--- config.mk ---
export PLATFORM = sky130hd
export DESIGN_NAME = light_pen_position_filter_top
export DESIGN_NICKNAME = d
export VERILOG_FILES = /design/src/hdl/lppf_pkg.sv /design/src/hdl/lppf_front.sv /design/src/hdl/lppf_queue.sv /design/src/hdl/lppf_back.sv /design/src/hdl/light_pen_position_filter_top.sv
export SDC_FILE = /design/constraint.sdc
export NUM_CORES = 1
export LEC_CHECK = 0
export BUFFER_PORTS_ARGS = -buffer_cell sky130_fd_sc_hd__buf_4
export CAP_MARGIN = 10
export CORE_MARGIN = 2
export CORE_UTILIZATION = 24
export DETAILED_ROUTE_END_ITERATION = 8
export GPL_TIMING_DRIVEN = 0
export SLEW_MARGIN = 20
export SYNTH_ARGS = -nofsm -noshare
export SYNTH_HDL_FRONTEND = slang
export SYNTH_SLANG_ARGS = --single-unit
--- constraint.sdc ---
create_clock -name clk -period 8.8 [get_ports clk]
set_input_delay 0 -clock clk [delete_from_list [all_inputs] [get_ports clk]]
set_output_delay 0 -clock clk [all_outputs]
set_load 0.02 [all_outputs]
--- src/hdl/lppf_pkg.sv ---
// ----------------------------------------------------------------------------
// lppf_pkg
// Shared types and constants for the light pen position filter.
// ----------------------------------------------------------------------------
package lppf_pkg;

  localparam int FRAC_BITS_DEF = 4;
  localparam int QDEPTH        = 2;

  // register indexes
  localparam logic [2:0] REG_X_OFFSET = 3'd0;
  localparam logic [2:0] REG_Y_OFFSET = 3'd1;
  localparam logic [2:0] REG_X_LEN    = 3'd2;
  localparam logic [2:0] REG_Y_SIZE   = 3'd3;
  localparam logic [2:0] REG_FILT_EN  = 3'd4;
  localparam logic [2:0] REG_FILT_DIV = 3'd5;

  localparam logic [11:0] X_OFFSET_RST = 12'd233;
  localparam logic [11:0] Y_OFFSET_RST = 12'd29;
  localparam logic [11:0] X_LEN_RST    = 12'd1023;
  localparam logic [11:0] Y_SIZE_RST   = 12'd767;
  localparam logic [15:0] FILT_DIV_RST = 16'h4321;

  localparam int BIG_JUMP = 64;
  localparam int MID_JUMP = 32;
  localparam int LOW_JUMP = 16;

  // classified request handed from front to back
  typedef struct packed {
    logic        ok;
    logic        tip;
    logic [27:0] accum;
    logic [7:0]  count;
    logic [11:0] y_pos;
  } req_t;

  typedef struct packed {
    logic [11:0] x_offset;
    logic [11:0] x_len;
    logic        filt_en;
    logic [15:0] filt_div;
  } cfg_t;

endpackage

--- src/hdl/lppf_front.sv ---
// ----------------------------------------------------------------------------
// lppf_front
// Accepts samples, qualifies the hit and computes the final y coordinate.
// ----------------------------------------------------------------------------
module lppf_front (
  input  logic                 clk,
  input  logic                 rst,
  input  logic                 in_valid,
  output logic                 in_ready,
  input  logic [27:0]          x_accum,
  input  logic [7:0]           x_count,
  input  logic [11:0]          y_start,
  input  logic [7:0]           y_end_low,
  input  logic                 pen_hit,
  input  logic                 sample_valid,
  input  logic                 tip_pressed,
  input  logic [11:0]          y_offset,
  input  logic [11:0]          y_size,
  output logic                 req_valid,
  input  logic                 req_ready,
  output lppf_pkg::req_t       req
);

  logic        full;
  logic [12:0] ye;
  logic [13:0] ysum;
  logic [12:0] mid;
  logic signed [14:0] ny;
  logic [11:0] yc;

  assign in_ready = !full || req_ready;
  assign req_valid = full;

  // widen end line using the start line page
  always_comb begin
    if (y_end_low < y_start[7:0]) begin
      ye = {1'b0, y_start[11:8], 8'd0} + 13'd256 + {5'd0, y_end_low};
    end else if (y_end_low == y_start[7:0]) begin
      ye = {1'b0, y_start};
    end else begin
      ye = {1'b0, y_start[11:8], y_end_low};
    end
    ysum = {2'b0, y_start} + {1'b0, ye};
    mid  = ysum[13:1];
    ny   = $signed({3'b0, y_size}) - ($signed({2'b0, mid}) - $signed({3'b0, y_offset}));
    if (ny < 0) begin
      yc = '0;
    end else if (ny > $signed({3'b0, y_size})) begin
      yc = y_size;
    end else begin
      yc = ny[11:0];
    end
  end

  // output register
  always_ff @(posedge clk) begin
    if (rst) begin
      full <= 1'b0;
    end else if (in_ready) begin
      full <= in_valid;
    end
    if (in_valid && in_ready) begin
      req.ok    <= pen_hit & sample_valid;
      req.tip   <= tip_pressed;
      req.accum <= x_accum;
      req.count <= x_count;
      req.y_pos <= yc;
    end
  end

endmodule

--- src/hdl/lppf_queue.sv ---
// ----------------------------------------------------------------------------
// lppf_queue
// Small FIFO of classified requests between front and back.
// ----------------------------------------------------------------------------
module lppf_queue #(
  parameter int DEPTH = lppf_pkg::QDEPTH
) (
  input  logic           clk,
  input  logic           rst,
  input  logic           wr_valid,
  output logic           wr_ready,
  input  lppf_pkg::req_t wr_data,
  output logic           rd_valid,
  input  logic           rd_ready,
  output lppf_pkg::req_t rd_data
);

  localparam int AW = (DEPTH > 1) ? $clog2(DEPTH) : 1;

  lppf_pkg::req_t   mem [DEPTH];
  logic [AW-1:0]    wp, rp;
  logic [AW:0]      cnt;
  logic             push, pop;

  assign wr_ready = cnt != (AW+1)'(DEPTH);
  assign rd_valid = cnt != '0;
  assign rd_data  = mem[rp];
  assign push = wr_valid && wr_ready;
  assign pop  = rd_valid && rd_ready;

  always_ff @(posedge clk) begin
    if (rst) begin
      wp  <= '0;
      rp  <= '0;
      cnt <= '0;
    end else begin
      if (push) begin
        wp <= (wp == AW'(DEPTH-1)) ? '0 : wp + 1'b1;
      end
      if (pop) begin
        rp <= (rp == AW'(DEPTH-1)) ? '0 : rp + 1'b1;
      end
      cnt <= cnt + (AW+1)'(push) - (AW+1)'(pop);
    end
    if (push) begin
      mem[wp] <= wr_data;
    end
  end

endmodule

--- src/hdl/lppf_back.sv ---
// ----------------------------------------------------------------------------
// lppf_back
// Divides the x accumulator, offsets, clamps, smooths x and holds results.
// ----------------------------------------------------------------------------
module lppf_back #(
  parameter int FRAC_BITS = lppf_pkg::FRAC_BITS_DEF
) (
  input  logic           clk,
  input  logic           rst,
  input  logic           rq_valid,
  output logic           rq_ready,
  input  lppf_pkg::req_t rq,
  input  lppf_pkg::cfg_t cfg,
  output logic           out_valid,
  input  logic           out_ready,
  output logic [25:0]    out_data
);

  localparam int FW = 12 + FRAC_BITS;
  localparam int JW = FW + 2;

  localparam int BIG_J = lppf_pkg::BIG_JUMP << FRAC_BITS;
  localparam int MID_J = lppf_pkg::MID_JUMP << FRAC_BITS;
  localparam int LOW_J = lppf_pkg::LOW_JUMP << FRAC_BITS;

  localparam logic [3:0] S_IDLE = 4'd0;
  localparam logic [3:0] S_DIV  = 4'd1;
  localparam logic [3:0] S_XC   = 4'd2;
  localparam logic [3:0] S_JMP  = 4'd3;
  localparam logic [3:0] S_SDIV = 4'd4;
  localparam logic [3:0] S_UPD  = 4'd5;
  localparam logic [3:0] S_OUT  = 4'd6;
  localparam logic [3:0] S_RND  = 4'd7;

  logic [3:0]  state;
  logic [27:0] quo;
  logic [8:0]  rem;
  logic [4:0]  bitc;
  logic [7:0]  dvs;
  logic        ok, tip;
  logic [11:0] ypos, last_x, last_y, nxc;
  logic [FW-1:0] filtered_x;
  logic [JW-1:0] mag;
  logic          neg;
  logic [3:0]    sdv;
  logic [JW-1:0] sq;
  logic [4:0]    srem;
  logic [4:0]    sbit;
  logic          obuf_full;

  logic [8:0]  rem_sh;
  logic [4:0]  srem_sh;
  logic signed [29:0] nxs;
  logic signed [JW-1:0] jump;
  logic [3:0]  nib;
  logic signed [JW:0] nv;
  logic [FW:0] lim, rnd;

  assign rq_ready  = state == S_IDLE;
  assign out_valid = obuf_full;

  always_comb begin
    rem_sh  = {rem[7:0], quo[27]};
    srem_sh = {srem[3:0], sq[JW-1]};
    nxs  = $signed({2'b0, quo}) - $signed({18'b0, cfg.x_offset});
    jump = $signed({2'b0, nxc, {FRAC_BITS{1'b0}}}) - $signed({2'b0, filtered_x});
    if (mag > JW'(BIG_J)) begin
      nib = cfg.filt_div[3:0];
    end else if (mag > JW'(MID_J)) begin
      nib = cfg.filt_div[7:4];
    end else if (mag > JW'(LOW_J)) begin
      nib = cfg.filt_div[11:8];
    end else begin
      nib = cfg.filt_div[15:12];
    end
    nv  = $signed({3'b0, filtered_x}) + (neg ? -$signed({1'b0, sq}) : $signed({1'b0, sq}));
    lim = {1'b0, cfg.x_len, {FRAC_BITS{1'b0}}};
    rnd = {1'b0, filtered_x} + (FW+1)'(1 << (FRAC_BITS-1));
  end

  always_ff @(posedge clk) begin
    if (rst) begin
      state      <= S_IDLE;
      obuf_full  <= 1'b0;
      filtered_x <= '0;
      last_x     <= '0;
      last_y     <= '0;
    end else begin
      if (out_valid && out_ready) begin
        obuf_full <= 1'b0;
      end
      unique case (state)
        S_IDLE: begin
          if (rq_valid) begin
            ok   <= rq.ok;
            tip  <= rq.tip;
            ypos <= rq.y_pos;
            quo  <= rq.accum;
            dvs  <= rq.count;
            rem  <= '0;
            bitc <= 5'd0;
            state <= !rq.ok ? S_OUT : (rq.count == 8'd0) ? S_XC : S_DIV;
          end
        end
        // restoring divide, one quotient bit a cycle
        S_DIV: begin
          if (rem_sh >= {1'b0, dvs}) begin
            rem <= rem_sh - {1'b0, dvs};
            quo <= {quo[26:0], 1'b1};
          end else begin
            rem <= rem_sh;
            quo <= {quo[26:0], 1'b0};
          end
          bitc <= bitc + 5'd1;
          if (bitc == 5'd27) begin
            state <= S_XC;
          end
        end
        S_XC: begin
          if (nxs < 0) begin
            nxc <= '0;
          end else if (nxs > $signed({18'b0, cfg.x_len})) begin
            nxc <= cfg.x_len;
          end else begin
            nxc <= nxs[11:0];
          end
          state <= cfg.filt_en ? S_JMP : S_UPD;
        end
        S_JMP: begin
          neg  <= jump < 0;
          mag  <= (jump < 0) ? JW'(-jump) : JW'(jump);
          state <= S_SDIV;
          sbit <= '0;
          srem <= '0;
        end
        // magnitude over nibble divisor, truncation toward zero
        S_SDIV: begin
          if (sbit == 5'd0) begin
            sdv <= (nib == 4'd0) ? 4'd1 : nib;
            sq  <= mag;
            sbit <= 5'd1;
          end else begin
            if (srem_sh >= {1'b0, sdv}) begin
              srem <= srem_sh - {1'b0, sdv};
              sq   <= {sq[JW-2:0], 1'b1};
            end else begin
              srem <= srem_sh;
              sq   <= {sq[JW-2:0], 1'b0};
            end
            sbit <= sbit + 5'd1;
            if (sbit == 5'(JW)) begin
              state <= S_UPD;
            end
          end
        end
        S_UPD: begin
          if (cfg.filt_en) begin
            if (nv < 0) begin
              filtered_x <= '0;
            end else if (nv > $signed({2'b0, lim})) begin
              filtered_x <= lim[FW-1:0];
            end else begin
              filtered_x <= nv[FW-1:0];
            end
            state <= S_RND;
          end else begin
            last_x <= nxc;
            last_y <= ypos;
            state  <= S_OUT;
          end
        end
        S_RND: begin
          last_x <= rnd[FW:FRAC_BITS] > (FW-FRAC_BITS+1)'(4095) ? 12'hFFF
                                      : rnd[FRAC_BITS+11:FRAC_BITS];
          last_y <= ypos;
          state  <= S_OUT;
        end
        S_OUT: begin
          if (!obuf_full) begin
            obuf_full <= 1'b1;
            out_data  <= {tip, last_y, last_x, ok};
            state     <= S_IDLE;
          end
        end
        default: state <= S_IDLE;
      endcase
    end
  end

endmodule

--- src/hdl/light_pen_position_filter_top.sv ---
// ----------------------------------------------------------------------------
// light_pen_position_filter_top
// Light pen sample to screen position, with optional adaptive x smoothing.
// ----------------------------------------------------------------------------
// The back end takes one sample at a time: it accepts a new request only when
// idle, after handing the last result to the output register. The 28-step x
// divide and, with filtering on, the 18-step filter divide (FRAC_BITS 4) take
// up most of a hit's work; a miss skips both, a zero hit count the x divide.
// Reset (rst, synchronous): registers to defaults, filter and last position
// to zero, queue and output register empty.
module light_pen_position_filter_top #(
  parameter int FRAC_BITS = lppf_pkg::FRAC_BITS_DEF
) (
  input  logic        clk,
  input  logic        rst,
  input  logic        s_axis_tvalid,
  output logic        s_axis_tready,
  // x_accum[27:0], x_count[35:28], y_start[47:36], y_end_low[55:48]
  input  logic [55:0] s_axis_tdata,
  // pen_hit[0], sample_valid[1], tip_pressed[2]
  input  logic [2:0]  s_axis_tuser,
  output logic        m_axis_tvalid,
  input  logic        m_axis_tready,
  // position_valid[0], x_pos[12:1], y_pos[24:13], tip_switch[25], zero[31:26]
  output logic [31:0] m_axis_tdata,
  input  logic        psel,
  input  logic        penable,
  input  logic        pwrite,
  input  logic [4:0]  paddr,
  input  logic [31:0] pwdata,
  output logic [31:0] prdata,
  output logic        pready
);

  logic [11:0] x_offset, y_offset, x_len, y_size;
  logic        filt_en;
  logic [15:0] filt_div;
  logic [2:0]  ridx;
  lppf_pkg::cfg_t cfg;
  lppf_pkg::req_t f_req, q_req;
  logic f_valid, f_ready, q_valid, q_ready;
  logic [25:0] odata;

  assign pready = 1'b1;
  assign ridx   = paddr[4:2];

  // register file
  always_ff @(posedge clk) begin
    if (rst) begin
      x_offset <= lppf_pkg::X_OFFSET_RST;
      y_offset <= lppf_pkg::Y_OFFSET_RST;
      x_len    <= lppf_pkg::X_LEN_RST;
      y_size   <= lppf_pkg::Y_SIZE_RST;
      filt_en  <= 1'b0;
      filt_div <= lppf_pkg::FILT_DIV_RST;
    end else if (psel && penable && pwrite && paddr[1:0] == 2'b00) begin
      case (ridx)
        lppf_pkg::REG_X_OFFSET: x_offset <= pwdata[11:0];
        lppf_pkg::REG_Y_OFFSET: y_offset <= pwdata[11:0];
        lppf_pkg::REG_X_LEN:    x_len    <= pwdata[11:0];
        lppf_pkg::REG_Y_SIZE:   y_size   <= pwdata[11:0];
        lppf_pkg::REG_FILT_EN:  filt_en  <= pwdata[0];
        lppf_pkg::REG_FILT_DIV: filt_div <= pwdata[15:0];
        default: ;
      endcase
    end
  end

  // read mux
  always_comb begin
    prdata = '0;
    if (paddr[1:0] == 2'b00) begin
      case (ridx)
        lppf_pkg::REG_X_OFFSET: prdata = {20'd0, x_offset};
        lppf_pkg::REG_Y_OFFSET: prdata = {20'd0, y_offset};
        lppf_pkg::REG_X_LEN:    prdata = {20'd0, x_len};
        lppf_pkg::REG_Y_SIZE:   prdata = {20'd0, y_size};
        lppf_pkg::REG_FILT_EN:  prdata = {31'd0, filt_en};
        lppf_pkg::REG_FILT_DIV: prdata = {16'd0, filt_div};
        default:                prdata = '0;
      endcase
    end
  end

  assign cfg = '{x_offset: x_offset, x_len: x_len, filt_en: filt_en, filt_div: filt_div};

  lppf_front u_front (
    .clk(clk), .rst(rst),
    .in_valid(s_axis_tvalid), .in_ready(s_axis_tready),
    .x_accum(s_axis_tdata[27:0]), .x_count(s_axis_tdata[35:28]),
    .y_start(s_axis_tdata[47:36]), .y_end_low(s_axis_tdata[55:48]),
    .pen_hit(s_axis_tuser[0]), .sample_valid(s_axis_tuser[1]),
    .tip_pressed(s_axis_tuser[2]),
    .y_offset(y_offset), .y_size(y_size),
    .req_valid(f_valid), .req_ready(f_ready), .req(f_req)
  );

  lppf_queue #(.DEPTH(lppf_pkg::QDEPTH)) u_queue (
    .clk(clk), .rst(rst),
    .wr_valid(f_valid), .wr_ready(f_ready), .wr_data(f_req),
    .rd_valid(q_valid), .rd_ready(q_ready), .rd_data(q_req)
  );

  lppf_back #(.FRAC_BITS(FRAC_BITS)) u_back (
    .clk(clk), .rst(rst),
    .rq_valid(q_valid), .rq_ready(q_ready), .rq(q_req), .cfg(cfg),
    .out_valid(m_axis_tvalid), .out_ready(m_axis_tready), .out_data(odata)
  );

  assign m_axis_tdata = {6'd0, odata};

endmodule

# [Yosys cells after proc, flatten, opt, wreduce, memory -nomap -nowiden]
# Memories as Yosys holds them, arrays and structs flattened. A register that Yosys moved wholly into a read port is not among the register bits.
# Index checks and enable logic that the tools add are counted.
[word_totals] wordCells=183 ram_bits=100 in_bits=103 regBits=316 n_memories=1
[op_classes] bitwise=3 n_addsub=19 mux=52 n_reduce_logical=37 n_lt_le_gt_ge=14 eq_ne=22
[mem_list] memory="u_queue.mem" words=2 width=50 read_ports=1 rd_ports_with_merged_regs=1 wr=1 line_no="lppf_queue.sv:20" rtl="lppf_pkg::req_t mem [DEPTH];"
[ops] op="one-hot mux 16 bit (6 select lines)" n=1
[ops] op="2-to-1 mux 12 bit" n=5
[ops] op="one-hot mux 28 bit (2 select lines)" n=1
[ops] op="2-to-1 mux 16 bit" n=3
[ops] op="one-hot mux 12 bit (2 select lines)" n=2
[ops] op="2-to-1 mux 4 bit" n=11
[ops] op="2-to-1 mux 18 bit" n=2
[ops] op="one-hot mux 4 bit (8 select lines)" n=1
[ops] op="> comparator 29 x 13 -> 1 bit" n=1
[ops] op="< comparator 29 x 1 -> 1 bit (second input constant)" n=1
[ops] op="subtractor 28 x 12 -> 29 bit" n=1
[ops] op="2-to-1 mux 28 bit" n=1
[ops] op="2-to-1 mux 8 bit" n=3
[ops] op="AND reduction 2 bit" n=12
[ops] op="one-hot mux 5 bit (2 select lines)" n=2
[ops] op="adder 17 x 19 -> 19 bit" n=1
[ops] op="> comparator 19 x 17 -> 1 bit" n=1
[ops] op="< comparator 19 x 1 -> 1 bit (second input constant)" n=1
[ops] op="2-to-1 mux 19 bit" n=1
[ops] op="negator 18 -> 19 bit" n=1
[ops] op="> comparator 18 x 10 -> 1 bit (second input constant)" n=1
[ops] op="> comparator 18 x 11 -> 1 bit (second input constant)" n=1
[ops] op="> comparator 18 x 9 -> 1 bit (second input constant)" n=1
[ops] op="negator 17 -> 18 bit" n=1
[ops] op="other kinds (50)" n=91

# [Longest topological paths before layout]
[logic_depth] depth_word=8 mapped_depth=36 ltp_nobuf=35

# [By module]
# A second synthesis with hierarchy kept.
[unflattened] hier_cells=2204 area_unflattened_um2=23252.3
[by_module_without_submodules] module="lppf_back" n_inst=1 cells_each=1245 area_per_inst_um2=11986.5
[by_module_without_submodules] module="lppf_front" n_inst=1 cells_each=428 area_per_inst_um2=4135.2
[by_module_without_submodules] module="lppf_queue" n_inst=1 cells_each=185 area_per_inst_um2=3852.4
[by_module_without_submodules] module="light_pen_position_filter_top" n_inst=1 cells_each=346 area_per_inst_um2=3278.1

# [Least setup slack after synthesis]
# No wires, ideal clock.
[synth_path] path_type="register to register" start="register u_back.state[1]" end="register u_back.bitc[0], enable pin" arrival_ns=7.045 stages_incl_launch_ff=3 setup_time_ns=0.661 path_slack_ns=1.094 path_buffers=1 period_less_slack_ns=7.706 cell_sequence="dfxtp_1 > clkbuf_1 > a2111oi_0"
[synth_via] elab_chain_cells=3 elab_cells_between_ends=5
[synth_lines] item="start, declared" line_no="lppf_back.sv:35" rtl="logic [3:0] state;"
[synth_lines] item="start signal, assigned" line_no="lppf_back.sv:102" rtl="state <= !rq.ok ? S_OUT : (rq.count == 8'd0) ? S_XC : S_DIV;"
[synth_lines] item="start signal, assigned" line_no="lppf_back.sv:127" rtl="state <= cfg.filt_en ? S_JMP : S_UPD;"
[synth_lines] item="logical NOT 4 bit or equality test 4 x 1 -> 1 bit (tied branches)" line_no="lppf_back.sv:92" rtl="unique case (state)"
[synth_lines] item="!= test 2 x 1 -> 1 bit (no source line) or nonzero test 2 bit (tied branches)"
[synth_lines] item="AND reduction 3 bit (no source line) *"
[synth_lines] item="end signal, assigned" line_no="lppf_back.sv:114" rtl="bitc <= bitc + 5'd1;"
[synth_lines] item="end, declared" line_no="lppf_back.sv:38" rtl="logic [4:0] bitc;"
# Mark *: on every way between the ends. The rest lies on a longest branch, timed or not.
# A chain may end at the register's enable or synchronous reset.

# [Worst setup path in the final report]
[layout_path] start="input s_axis_tdata[37]" end="register u_front.req[8] in the netlist's numbering (data pin)"
[layout_via] elab_chain_cells=8 elab_cells_between_ends=10
[layout_lines] item="start, declared" line_no="light_pen_position_filter_top.sv:19" rtl="input logic [55:0] s_axis_tdata,"
[layout_lines] item="branches (longest 3 deep; another with < comparator 8 bit)"
[layout_lines] item="adder 12 x 13 -> 14 bit *" line_no="lppf_front.sv:43" rtl="ysum = {2'b0, y_start} + {1'b0, ye};"
[layout_lines] item="subtractor 13 x 12 -> 14 bit *" line_no="lppf_front.sv:45" rtl="ny = $signed({3'b0, y_size}) - ($signed({2'b0, mid}) - $signed({3'b0, y_offset}));"
[layout_lines] item="subtractor 13 x 14 -> 15 bit *" line_no="lppf_front.sv:45"
[layout_lines] item="> comparator 15 x 13 -> 1 bit" line_no="lppf_front.sv:48" rtl="end else if (ny > $signed({3'b0, y_size})) begin"
[layout_lines] item="2-to-1 mux 12 bit" line_no="lppf_front.sv:48"
[layout_lines] item="end, declared" line_no="lppf_front.sv:21" rtl="output lppf_pkg::req_t req"
# Mark *: on every way between the ends.

==> flow_metrics.py <==
metrics = {
    "outcome": {
        "status": "completed",
    },
    "detailed_routing": {
        "finalWirelength_um": 65900,
        "final_antenna_net_count": 0,
        "drt_first_iter_violations": 1272,
        "route.vias.total": 18000,
        "detail_route.first_pass.iterations": 5,
        "routed_wire_length_per_instance_um": 17.1,
        "drc_errors": 0,
        "viasPerCell": 4.67,
    },
    "place": {
        "dp_slack_ns": 1.34,
        "buffer_ports.inserted": 129,
        "dp.final_hpwl_um": 51600,
        "place_congestion": 0.885,
        "dp_cells": 3708,
    },
    "synthesis": {
        "post_synth_edffs": 301,
        "synthCells": 2272,
        "synth_ff_type": "edfxtp_1",
        "ys_seq_elements": 416,
        "syn_std_cell_area_um2": 23100,
        "yosys.cell_count.top_type": "nand2_1",
        "asyncSetResetFlopFracSynth_pct": 0,
        "post_synth_num_cell_types": 83,
        "synthesis.yosys.warnings": 0,
        "synthTopCellsByCount": "nand2_1, edfxtp_1, a21oi_1",
        "netlist_top_cells_area": "edfxtp_1, dfxtp_1, ha_1",
        "netlist.area_leader.share_pct": 39.1,
        "syn_area_per_cell_um2": 10.2,
        "yosysTopAreaCell": "edfxtp_1",
        "synth-seq-area-share_pct": 49.1,
    },
    "critical_path": {
        "cp_data_required_time_ns": 9.14,
        "worstReg2RegEnd": "u_back.filtered_x[14]$_SDFFE_PP0P_",
        "worstSetupStartpoint": "s_axis_tdata[37]",
        "crit_path_max_incr_delay_ns": 0.39,
        "cp-end-kind": "flip-flop",
        "timing_worst_setup_path_type": "primary input to flip-flop",
        "cpMostUsedCell": "ha_1",
        "timing.critical_path.slowest_stage_cell": "a31oi_1",
        "reg2reg_setup_slack_ns": 2.79,
        "critical_path_peak_fanout": 10,
        "worst-endpoint-arrival_ns": 7.22,
        "cp-start-kind": "primary input",
        "reg2regPathDepth": 22,
        "worstReg2RegStart": "u_back.neg$_DFFE_PP_",
    },
    "finish": {
        "drive_above_1_share_pct": 11.7,
        "fin_util_pct": 29.5,
        "synthToLayoutAreaGrowth_pct": 21.6,
        "final_cells": 3852,
        "final_net_count": 2802,
    },
    "die": {
        "dieArea_um2": 98800,
        "initial_utilization_pct": 24.3,
        "num_rows": 113,
        "design.core.area_um2": 95200,
        "die-height_um": 314,
        "die-width_um": 314,
        "floorplan.io_pins": 170,
    },
    "timing": {
        "worst_clock_skew_ns": 0.0171,
        "fin_worst_hold_slack_ns": 0.0352,
        "slew_headroom_pct": 28.2,
        "timing.final.crit_period_ns": 6.88,
        "fin_tns_setup_ns": 0,
        "hold_viol_final": 0,
        "post-route-worst-setup-slack_ns": 1.92,
        "setup_repair_after_global_routing_missed_its_margin": "false",
        "setup_viol_count_final": 0,
        "worst_pin_slew_ns": 1.07,
        "final_min_period_over_clock_period_pct": 78.1,
        "final_max_slew_viol_count": 0,
        "max_freq_mhz": 145,
    },
    "clock_network": {
        "cts_hold_buf": 62,
        "cts_made_buffers": 43,
        "post_cts.repair.setup_buffers": 0,
        "root_buffer_cell": "clkbuf_16",
        "post_cts_resize_count": 0,
        "numClockSinks": 416,
        "cts_tree": "yes",
        "cts-root-to-sink-buffers": 3,
        "cts_h_tree_depth": 2,
        "cts.clk_slew.worst_paths_ns": 0.06,
        "clock_insertion_delay_worst_skew_ns": 0.59,
    },
    "flow_run": {
        "cap_viol_max_count": 0,
    },
    "global_route": {
        "initial_antenna_violation_count": 7,
        "gr-total-overflow": 0,
        "largest_net_degree_at_the_start_of_global_routing": 40,
        "grt_pass1_vias": 17300,
        "grt_first_pass_wirelength_um": 100000,
        "gr-usage-all-layers_pct": 13.0,
    },
    "pwr": {
        "power.ir.vdd_worst_v": 0.000171,
        "power.static_leakage_uw": 0.0104,
        "powerDensity_nw_per_um2": 231,
    },
    "min_path": {
        "hold-path-cell-count": 5,
        "worst_hold_path.endpoint": "x_offset[10]$_SDFFE_PP0P_",
        "hp-start": "paddr[2]",
        "timing.hold.worst.class": "primary input to flip-flop",
    },
}
-- power breakdown --
part	switching (µW)	total, µW	internal, µW
clock network	799	1900	1100
logic	1180	2000	825
registers	149	2580	2430
-- cells by family after synthesis --
logic type	after synthesis	synth area share, %
simple gates	713	14.4
xor+xnor	119	4.51
other cells	2	0.0325
compound gates	558	15.6
buf+inv	234	4.22
flops	416	49.1
fa+ha+maj	149	8.30
mux	81	3.90
-- worst max-delay path: cells and delay by family --
| kind | cells | cell delay, ns |
|---|---|---|
| XOR/XNOR | 3 | 0.45 |
| AO/OA/AOI/OAI | 15 | 3.08 |
| AND/OR/NAND/NOR | 9 | 1.36 |
| adder cells (fa/ha/maj) | 5 | 1.43 |
| buffers and inverters | 4 | 0.59 |
| multiplexers | 1 | 0.32 |
-- flip-flops by register name, indices dropped and copies added (netlist names), 12 cells and up, named ones only --
name	cells
u_back.out_data	26
x_len	12
u_back.last_x	12
u_back.sq	18
u_back.nxc	12
u_back.quo	28
u_back.filtered_x	16
x_offset	12
u_back.mag	18
u_back.ypos	12
u_queue.mem	100
y_offset	12
y_size	12
u_back.last_y	12
filt_div	16
u_front.req	50
-- metrics by stage --
stage          total power [µW]  area, µm²
2_1_floorplan              4010      23200
3_3_place_gp               4550      25700
3_5_place_dp               4590      26000
4_1_cts                    6530      28100
5_1_grt                    6840      28100
6_report                   6480      28100
-- layout by cell type, fill, tap and decap left out, drive strengths merged, types with 84 or more instances in the layout --
| master | instances |
|---|---|
| inv | 130 |
| nand2 | 325 |
| edfxtp | 301 |
| o21ai | 126 |
| clkbuf | 129 |
| ha | 142 |
| xnor2 | 84 |
| a21oi | 162 |
| nor2 | 97 |
| dfxtp | 115 |
| buf | 183 |
-- worst max-delay path by stage --
stage	end	slack, ns
final	u_front.req[8]$_SDFFCE_PN0P_	1.92
after global routing	u_front.req[8]$_SDFFCE_PN0P_	1.29
after detailed placement	u_front.req[8]$_SDFFCE_PN0P_	1.34
after CTS	u_front.req[8]$_SDFFCE_PN0P_	1.96
after floorplan	u_back.bitc[0]$_SDFFCE_PN0P_	1.09
after global placement	u_back.quo[8]$_DFFE_PP_	-2.37
-- final cells by class --
| type | count | area (µm²) |
|---|---|---|
| multi-input cells | 1644 | 10900 |
| clock inverters | 23 | 278 |
| inverters | 128 | 480 |
| flip-flops and latches | 416 | 11300 |
| diodes | 2 | 5.00 |
| repair buffers | 211 | 1820 |
| fillers | 9871 | 67000 |
| well taps | 1265 | 1580 |
| clock buffers | 57 | 1180 |
| plain buffers | 106 | 495 |
-- routing by layer --
metal	routed length [µm]	vias up	track usage, %	share of wire (%)
met3	3520	110	1.98	5.3
met4	2030	12	4.62	3.1
li1	-	8856	-	-
met1	29400	8557	17.0	45
met2	30900	472	21.8	47
met5	54	-	0	0.082
Power figures use the tool's default switching activity.
